[config.mk]
export PLATFORM = sky130hd
export DESIGN_NAME = bmp24_pixel_deframer
export DESIGN_NICKNAME = d
export VERILOG_FILES = /design/src/hw/rtl/bmpd_pkg.sv /design/src/hw/rtl/bmp24_pixel_deframer.sv /design/src/hw/rtl/bmpd_hdr.sv
export SDC_FILE = /design/constraint.sdc
export NUM_CORES = 1
export LEC_CHECK = 0
export BUFFER_PORTS_ARGS = -buffer_cell sky130_fd_sc_hd__buf_2
export CORE_MARGIN = 5
export CORE_UTILIZATION = 25
export CTS_CLUSTER_DIAMETER = 80
export DETAILED_ROUTE_END_ITERATION = 12
export PLACE_DENSITY = 0.4
export SETUP_SLACK_MARGIN = 0.2
export SYNTH_ARGS = -nofsm -noshare
export SYNTH_HDL_FRONTEND = slang
export SYNTH_SLANG_ARGS = --single-unit
export TNS_END_PERCENT = 100
[constraint.sdc]
create_clock -name clk -period 8 [get_ports clk]
set_input_delay 0 -clock clk [delete_from_list [all_inputs] [get_ports clk]]
set_output_delay 0 -clock clk [all_outputs]
set_load 0.05 [all_outputs]
[src/hw/rtl/bmpd_pkg.sv]
// bmpd_pkg: types, codes and constants shared by the 24-bit BMP deframer.
// No dependencies; imported by bmpd_hdr, bmp24_pixel_deframer and bmpd_checker.
package bmpd_pkg;

	// Largest accepted image width or height
	localparam int MAX_DIM = 4096;
	localparam int DIM_W   = $clog2(MAX_DIM + 1);
	localparam int COORD_W = $clog2(MAX_DIM);

	// File layout
	localparam logic [31:0] HDR_LAST_POS = 32'd53;
	localparam logic [31:0] HDR_BYTES    = 32'd54;
	localparam logic [15:0] BMP_SIG      = 16'h4D42;
	localparam logic [15:0] DEPTH_24     = 16'd24;

	typedef enum logic [2:0] {
		PH_HEADER,
		PH_SKIP,
		PH_PIXELS,
		PH_DONE,
		PH_ERROR
	} phase_t;

	typedef enum logic [1:0] {
		ST_PIXEL,
		ST_BAD_SIG,
		ST_BAD_IMAGE
	} status_t;

	// Header decode results handed to the parser
	typedef struct packed {
		logic             sig_bad;
		logic             image_bad;
		logic             offset_small;
		logic             skip_done;
		logic [DIM_W-1:0] width;
		logic [DIM_W-1:0] height;
	} hdr_flags_t;

	// Width or height accepted only in 1 .. MAX_DIM (negative values read as huge)
	function automatic logic dim_ok(input logic [31:0] v);
		return (v != 32'd0) && (v <= 32'(MAX_DIM));
	endfunction

endpackage

[src/hw/rtl/bmp24_pixel_deframer.sv]
// bmp24_pixel_deframer: top level of the 24-bit BMP byte-stream deframer.
// Uses bmpd_pkg and instantiates bmpd_hdr.

// The block takes one file byte per cycle while the result register is not
// stalled: a byte goes into an input register, is parsed from there by the
// header decoder and pixel assembler, and any result lands in the result
// register. While a stalled result is held there, the input register keeps
// its byte and byte_stall is raised instead of taking a new one. Every
// third pixel byte yields a pixel; header, skipped, padding and trailing
// bytes yield nothing. A bad signature or an unsupported image (depth not
// 24, width or height outside 1..4096) yields one status result and the rest
// of the file is ignored until a byte marked start_of_file. Rows come out
// top-down numbered although the file stores them bottom-up.
module bmp24_pixel_deframer import bmpd_pkg::*; (
	input  logic               clk,
	input  logic               arst_n,
	input  logic               byte_valid,
	output logic               byte_stall,
	input  logic [7:0]         file_byte,
	input  logic               start_of_file,
	output logic               result_valid,
	input  logic               result_stall,
	output logic [1:0]         status,
	output logic [COORD_W-1:0] column,
	output logic [COORD_W-1:0] row,
	output logic [7:0]         red,
	output logic [7:0]         green,
	output logic [7:0]         blue,
	output logic [DIM_W-1:0]   image_width,
	output logic [DIM_W-1:0]   image_height,
	output logic               last_pixel
);

	// Input register
	logic       valid_s1;
	logic [7:0] byte_s1;
	logic       sof_s1;
	logic       advance;

	// Parse state
	phase_t             phase_q, phase_cur, phase_d;
	logic [31:0]        pos_q, pos_cur, pos_d;
	logic [COORD_W-1:0] col_q, col_cur, col_d;
	logic [COORD_W-1:0] frow_q, frow_cur, frow_d;
	logic [1:0]         chan_q, chan_cur, chan_d;
	logic [1:0]         pad_q, pad_cur, pad_d;
	logic [7:0]         blue_q, blue_cur, blue_d;
	logic [7:0]         green_q, green_cur, green_d;
	hdr_flags_t         flags;
	logic               last_col, last_all;

	// Result being formed
	logic               emit;
	status_t            res_status;
	logic [COORD_W-1:0] res_col, res_row;
	logic [7:0]         res_red, res_green, res_blue;
	logic [DIM_W-1:0]   res_w, res_h;
	logic               res_last;

	// Result register
	logic               result_valid_q;
	logic [1:0]         status_q;
	logic [COORD_W-1:0] column_q, row_q;
	logic [7:0]         red_q, green_out_q, blue_out_q;
	logic [DIM_W-1:0]   width_q, height_q;
	logic               last_q;

	// Advance the held byte unless the result register is full and stalled
	assign advance    = valid_s1 && !(result_valid_q && result_stall);
	assign byte_stall = valid_s1 && !advance;

	always_ff @(posedge clk or negedge arst_n) begin
		if (!arst_n) begin
			valid_s1 <= 1'b0;
		end else if (!valid_s1 || advance) begin
			valid_s1 <= byte_valid;
		end
	end

	always_ff @(posedge clk) begin
		if ((!valid_s1 || advance) && byte_valid) begin
			byte_s1 <= file_byte;
			sof_s1  <= start_of_file;
		end
	end

	// Start of file restarts the parse from byte zero
	assign phase_cur = sof_s1 ? PH_HEADER : phase_q;
	assign pos_cur   = sof_s1 ? '0 : pos_q;
	assign col_cur   = sof_s1 ? '0 : col_q;
	assign frow_cur  = sof_s1 ? '0 : frow_q;
	assign chan_cur  = sof_s1 ? '0 : chan_q;
	assign pad_cur   = sof_s1 ? '0 : pad_q;
	assign blue_cur  = sof_s1 ? '0 : blue_q;
	assign green_cur = sof_s1 ? '0 : green_q;

	// Saturating byte position
	assign pos_d = (&pos_cur) ? pos_cur : pos_cur + 32'd1;

	bmpd_hdr u_hdr (
		.clk    (clk),
		.arst_n (arst_n),
		.upd    (advance && (phase_cur == PH_HEADER)),
		.sof    (sof_s1),
		.pos    (pos_cur),
		.data   (byte_s1),
		.flags  (flags)
	);

	assign last_col = ({1'b0, col_cur} + DIM_W'(1)) == flags.width;
	assign last_all = last_col && (({1'b0, frow_cur} + DIM_W'(1)) == flags.height);

	// Next state and result
	always_comb begin
		phase_d    = phase_cur;
		col_d      = col_cur;
		frow_d     = frow_cur;
		chan_d     = chan_cur;
		pad_d      = pad_cur;
		blue_d     = blue_cur;
		green_d    = green_cur;
		emit       = 1'b0;
		res_status = ST_PIXEL;
		res_col    = '0;
		res_row    = '0;
		res_red    = '0;
		res_green  = '0;
		res_blue   = '0;
		res_w      = '0;
		res_h      = '0;
		res_last   = 1'b0;
		unique case (phase_cur)
			PH_HEADER: begin
				if (flags.sig_bad) begin
					emit       = 1'b1;
					res_status = ST_BAD_SIG;
					phase_d    = PH_ERROR;
				end else if (pos_cur == HDR_LAST_POS) begin
					if (flags.image_bad) begin
						emit       = 1'b1;
						res_status = ST_BAD_IMAGE;
						res_w      = flags.width;
						res_h      = flags.height;
						phase_d    = PH_ERROR;
					end else if (flags.offset_small) begin
						phase_d = PH_PIXELS;
					end else begin
						phase_d = PH_SKIP;
					end
				end
			end
			PH_SKIP: begin
				if (flags.skip_done) begin
					phase_d = PH_PIXELS;
				end
			end
			PH_PIXELS: begin
				if (pad_cur != 2'd0) begin
					// drop row padding
					pad_d = pad_cur - 2'd1;
				end else if (chan_cur == 2'd0) begin
					blue_d = byte_s1;
					chan_d = 2'd1;
				end else if (chan_cur == 2'd1) begin
					green_d = byte_s1;
					chan_d  = 2'd2;
				end else begin
					emit      = 1'b1;
					res_col   = col_cur;
					res_row   = COORD_W'(flags.height - DIM_W'(1) - {1'b0, frow_cur});
					res_red   = byte_s1;
					res_green = green_cur;
					res_blue  = blue_cur;
					res_w     = flags.width;
					res_h     = flags.height;
					res_last  = last_all;
					chan_d    = 2'd0;
					if (last_all) begin
						phase_d = PH_DONE;
					end else if (last_col) begin
						col_d  = '0;
						frow_d = frow_cur + COORD_W'(1);
						// rows round up to four bytes: pad = width mod 4
						pad_d  = flags.width[1:0];
					end else begin
						col_d = col_cur + COORD_W'(1);
					end
				end
			end
			PH_DONE, PH_ERROR: begin
			end
			default: begin
			end
		endcase
	end

	// Parse state registers
	always_ff @(posedge clk or negedge arst_n) begin
		if (!arst_n) begin
			phase_q <= PH_HEADER;
			pos_q   <= '0;
			col_q   <= '0;
			frow_q  <= '0;
			chan_q  <= '0;
			pad_q   <= '0;
			blue_q  <= '0;
			green_q <= '0;
		end else if (advance) begin
			phase_q <= phase_d;
			pos_q   <= pos_d;
			col_q   <= col_d;
			frow_q  <= frow_d;
			chan_q  <= chan_d;
			pad_q   <= pad_d;
			blue_q  <= blue_d;
			green_q <= green_d;
		end
	end

	// Result register: load on a new result, clear when the transfer completes
	always_ff @(posedge clk or negedge arst_n) begin
		if (!arst_n) begin
			result_valid_q <= 1'b0;
		end else if (!result_valid_q || !result_stall) begin
			result_valid_q <= advance && emit;
		end
	end

	always_ff @(posedge clk) begin
		if (advance && emit) begin
			status_q    <= res_status;
			column_q    <= res_col;
			row_q       <= res_row;
			red_q       <= res_red;
			green_out_q <= res_green;
			blue_out_q  <= res_blue;
			width_q     <= res_w;
			height_q    <= res_h;
			last_q      <= res_last;
		end
	end

	assign result_valid = result_valid_q;
	assign status       = status_q;
	assign column       = column_q;
	assign row          = row_q;
	assign red          = red_q;
	assign green        = green_out_q;
	assign blue         = blue_out_q;
	assign image_width  = width_q;
	assign image_height = height_q;
	assign last_pixel   = last_q;

endmodule

[src/hw/rtl/bmpd_hdr.sv]
// bmpd_hdr: captures the little-endian header words of a BMP file and
// decodes signature, size, depth and pixel offset checks. Uses bmpd_pkg.
module bmpd_hdr import bmpd_pkg::*; (
	input  logic        clk,
	input  logic        arst_n,
	input  logic        upd,
	input  logic        sof,
	input  logic [31:0] pos,
	input  logic [7:0]  data,
	output hdr_flags_t  flags
);

	logic [15:0] sig_q, sig_cur, sig_d;
	logic [31:0] ofs_q, ofs_cur, ofs_d;
	logic [31:0] wid_q, wid_cur, wid_d;
	logic [31:0] hgt_q, hgt_cur, hgt_d;
	logic [15:0] dep_q, dep_cur, dep_d;
	logic [1:0]  lane;

	// Drop previous file's header on a new file
	assign sig_cur = sof ? '0 : sig_q;
	assign ofs_cur = sof ? '0 : ofs_q;
	assign wid_cur = sof ? '0 : wid_q;
	assign hgt_cur = sof ? '0 : hgt_q;
	assign dep_cur = sof ? '0 : dep_q;

	// Byte lane within a 32-bit field; offset, width and height start at 2 mod 4
	assign lane = 2'(pos[1:0] + 2'd2);

	// Place the byte into the field it belongs to
	always_comb begin
		sig_d = sig_cur;
		ofs_d = ofs_cur;
		wid_d = wid_cur;
		hgt_d = hgt_cur;
		dep_d = dep_cur;
		if (pos < 32'd2) begin
			sig_d[{pos[0], 3'b000} +: 8] = data;
		end else if (pos >= 32'd10 && pos < 32'd14) begin
			ofs_d[{lane, 3'b000} +: 8] = data;
		end else if (pos >= 32'd18 && pos < 32'd22) begin
			wid_d[{lane, 3'b000} +: 8] = data;
		end else if (pos >= 32'd22 && pos < 32'd26) begin
			hgt_d[{lane, 3'b000} +: 8] = data;
		end else if (pos >= 32'd28 && pos < 32'd30) begin
			dep_d[{pos[0], 3'b000} +: 8] = data;
		end
	end

	always_ff @(posedge clk or negedge arst_n) begin
		if (!arst_n) begin
			sig_q <= '0;
			ofs_q <= '0;
			wid_q <= '0;
			hgt_q <= '0;
			dep_q <= '0;
		end else if (upd) begin
			sig_q <= sig_d;
			ofs_q <= ofs_d;
			wid_q <= wid_d;
			hgt_q <= hgt_d;
			dep_q <= dep_d;
		end
	end

	// Decode checks for the parser
	always_comb begin
		flags.sig_bad      = (pos == 32'd1) && ({data, sig_cur[7:0]} != BMP_SIG);
		flags.image_bad    = (dep_cur != DEPTH_24) || !dim_ok(wid_cur) || !dim_ok(hgt_cur);
		flags.offset_small = ofs_cur <= HDR_BYTES;
		flags.skip_done    = ({1'b0, pos} + 33'd1) >= {1'b0, ofs_cur};
		flags.width        = wid_cur[DIM_W-1:0];
		flags.height       = hgt_cur[DIM_W-1:0];
	end

endmodule

==> impl_metrics.py <==
metrics = {
    "synthesis": {
        "yosys_warnings": 0,
        "yosysTopAreaCell": "dfrtp_1",
        "synth_edf_count": 86,
        "synth_compound_area_share_pct": 16.6,
        "muxShareOfSynthArea_pct": 1.09,
        "ys.flop_type": "dfrtp_1",
        "yosysUniqueCellTypes": 77,
        "ys_seq_area_share_pct": 50.8,
        "syn-num-nets": 1514,
        "synthArstFlopShare_pct": 70.0,
        "synthesis.area_sq_um": 15000,
        "synthAdderAreaFrac_pct": 4.47,
        "synthCells": 1448,
        "ys_ff_latch": 287,
        "synth_area_per_cell_sq_um": 10.4,
        "synth-xor-area-share_pct": 3.91,
        "ys_top_cells_by_area": "dfrtp_1 34%, edfxtp_1 17%, a22o_1 5.7%, ha_1 4.3%, nand2_1 4.2%",
        "synth-simple-area-share_pct": 19.7,
        "yosys.area.top_type_share_pct": 33.5,
        "synth_top_family_by_area": "simple AND/OR/NAND/NOR gates",
    },
    "place": {
        "post-place-ws_ps": 2290,
        "placed_cell_area_sq_um": 16300,
        "place_hpwl_mm": 32.8,
        "place_congestion": 0.849,
        "portBuffers": 91,
    },
    "global_routing": {
        "grt_pass1_wl_mm": 75.1,
        "antenna_found_initial": 1,
        "track_usage_pct": 14.8,
        "grt-ovfl-total": 0,
        "first_global_vias": 12000,
        "grt_max_degree": 78,
    },
    "die": {
        "core_area_sq_um": 59200,
        "start_util_pct": 25.3,
        "dieArea_sq_um": 65000,
        "die_x_microns": 255,
        "io_pins": 92,
        "die_y_microns": 255,
        "num_rows": 89,
    },
    "setup_path": {
        "cp-start-kind": "flip-flop",
        "crit_family": "compound AO/OA/AOI/OAI gates",
        "crit_top_cell": "nand2_1",
        "ff2ff_setup_slack_ps": 2290,
        "path_cells": "buf_4 -> inv_2 -> nand2_1 -> inv_1 -> ha_1 -> nand2_1 -> nor2_1 -> nand2_1 -> or3b_1 -> nor2_1 -> nand2_1 -> xor2_1 -> nor2_1 -> ha_1 -> a21o_1 -> a21o_1 -> a21oi_1 -> o21ai_0 -> a21oi_1 -> a21oi_1 -> a2111oi_0 -> o21ai_0",
        "path_class": "reg2reg",
        "worstPathRequired_ps": 8390,
        "crit_path_end_kind": "flip-flop",
        "cp.arrival_ps": 6100,
        "max_stage_delay_ps": 840,
        "cp_slowest_cell": "a2111oi_0",
        "crit_buf_inv": 3,
        "cp_max_fo": 35,
    },
    "timing": {
        "fmax_mhz": 175,
        "fin_ws_ps": 2290,
        "rsz0062_at_grt": "no",
        "tns_ps": 0,
        "worstMarginPinSlew_ps": 1130,
        "slew_viol_final": 0,
        "period_needed_ps": 5710,
        "min_period_over_period_pct": 71.4,
        "setup_viol": 0,
        "hold_viol_final": 0,
        "maxSlewHeadroom_pct": 24.1,
        "clock_skew_ps": 28.2,
    },
    "flow_run": {
        "maxCapViolations": 0,
    },
    "cts": {
        "cts-buffers-inserted": 39,
        "cts_resized": 0,
        "cts_sinks": 287,
        "clockRootBuffer": "clkbuf_16",
        "clk_latency_ps": 560,
        "ctsHtreeMaxLevel": 2,
        "cts.path.max_buffers": 3,
        "cts_tree": "done",
        "clkTransAtPathRegs_ps": 60,
    },
    "pwr": {
        "powerDensity_nw_per_um2": 217,
        "vdd_ir_drop_max_v": 0.000123,
        "power_leakage_nw": 7.35,
    },
    "cells_and_area": {
        "syn_to_final_growth_pct": 17.7,
        "n_antenna_cell": 0,
        "multi_input_area_sq_um": 6910,
        "layout_commonest_cell": "dfrtp_1",
        "final_area_sq_um": 17600,
        "finish.utilization_pct": 29.8,
        "fillers": 6247,
        "final_cell_mix": "201 x dfrtp_1, 166 x nand2_1, 108 x nor2_1",
        "seqCellArea_sq_um": 7610,
        "fin_nets": 1593,
        "final_layout_size_suffix_gt1_share_pct": 14.1,
    },
    "routing": {
        "vias": 11700,
        "dr.pass1.iters": 5,
        "wl_per_cell_microns": 20.8,
        "ant_nets": 0,
        "viasPerCell": 5.01,
        "first_iter_violations": 1078,
        "drcViolationCount": 0,
        "finalWirelength_mm": 48.5,
    },
    "worst_hold_path": {
        "hp-class": "in2async",
    },
    "run_status": {
        "outcome": "finished, final reports clean",
    },
}
## synthesized netlist by cell type (all sizes together) (31+ instances only)
library cell / number
dfrtp: 201
nand2: 167
nor2: 108
a22o: 98
edfxtp: 86
o21ai: 68
clkbuf: 53
ha: 52
a21oi: 49
nor2b: 47
and3: 42
xnor2: 41
nand3: 39
nor4: 39
buf: 37
inv: 32
nor3: 31
## logic make-up after synthesis
logic type                 count (synthesis)
muxes                                     15
DFF                                      287
xor gates and xnor gates                  67
adders and majority gates                 53
and+or+nand+nor                          568
buffers and inverters                    122
AOI/OAI and AO/OA                        336
## layout make-up
type | count | area share, %
repair buffers | 128 | 4.39
flip-flops and latches | 287 | 43.1
clock buffers | 48 | 6.08
multi-input cells | 1039 | 39.1
clock inverters | 24 | 1.10
inverters | 32 | 0.681
well taps | 773 | 5.48
## worst reg2reg max path, cell delays in order, from the launching register on
cell       delay, ps
edfxtp_1         390
buf_4            230
inv_2            440
nand2_1          240
inv_1            210
ha_1             240
nand2_1           80
nor2_1           310
nand2_1          230
or3b_1           490
nor2_1           180
nand2_1           80
xor2_1           150
nor2_1           150
ha_1             270
a21o_1           190
a21o_1           170
a21oi_1          140
o21ai_0          100
a21oi_1          130
a21oi_1           80
a2111oi_0        840
o21ai_0          200
## repair_timing
| action | CTS | global route |
|---|---|---|
| hold buffers | 13 | 0 |
| endpoints found under the hold margin | 86 | 0 |
| buffers inserted | 0 | 0 |
## registers in the layout (all words and copies together) (netlist names), 12 cells and up
signal,cells
image_width,13
u_hdr.wid_q,32
u_hdr.dep_q,16
u_hdr.hgt_q,32
pos_q,32
image_height,13
u_hdr.ofs_q,32
col_q,12
column,12
frow_q,12
row,12
## power breakdown
group | switching, mW | total (mW) | internal, mW | leakage [nW]
Combinational | 0.308 | 0.464 | 0.156 | 3.28
Sequential | 0.0767 | 1.65 | 1.57 | 3.45
Clock | 0.696 | 1.72 | 1.02 | 0.616
Total | 1.08 | 3.83 | 2.75 | 7.35
## worst paths after layout
kind	depth (start not counted)	endpoint	from
max	22	phase_q[1]$_DFFE_PN0P_	sof_s1$_DFFE_PP_
max reg2reg	22	phase_q[1]$_DFFE_PN0P_	sof_s1$_DFFE_PP_
max in group asynchronous	3	pos_q[31]$_DFFE_PN0P_	arst_n
min in group clk	2	byte_s1[2]$_DFFE_PP_	file_byte[2]
min reg2reg	1	u_hdr.wid_q[31]$_DFFE_PN0P_	u_hdr.wid_q[31]$_DFFE_PN0P_
min	2	u_hdr.wid_q[20]$_DFFE_PN0P_	arst_n
## per-layer routing
metal | track usage, % | vias to the layer above | wire, microns
met1 | 21.6 | 5841 | 23900
li1 | - | 5534 | -
met5 | 0 | - | 0
met3 | 2.60 | 69 | 2180
met2 | 22.8 | 235 | 21300
met4 | 4.01 | 0 | 1100
## metrics by stage
step,hold slack (ps),total power [mW],cells
2_1_floorplan,-296,1.98,1448
3_5_place_dp,77.7,2.14,2246
3_3_place_gp,82.4,2.14,2246
5_1_grt,82.5,4.01,2331
4_1_cts,31.4,3.90,2331
6_report,23.1,3.83,2331
Power figures use the tool's default switching activity.
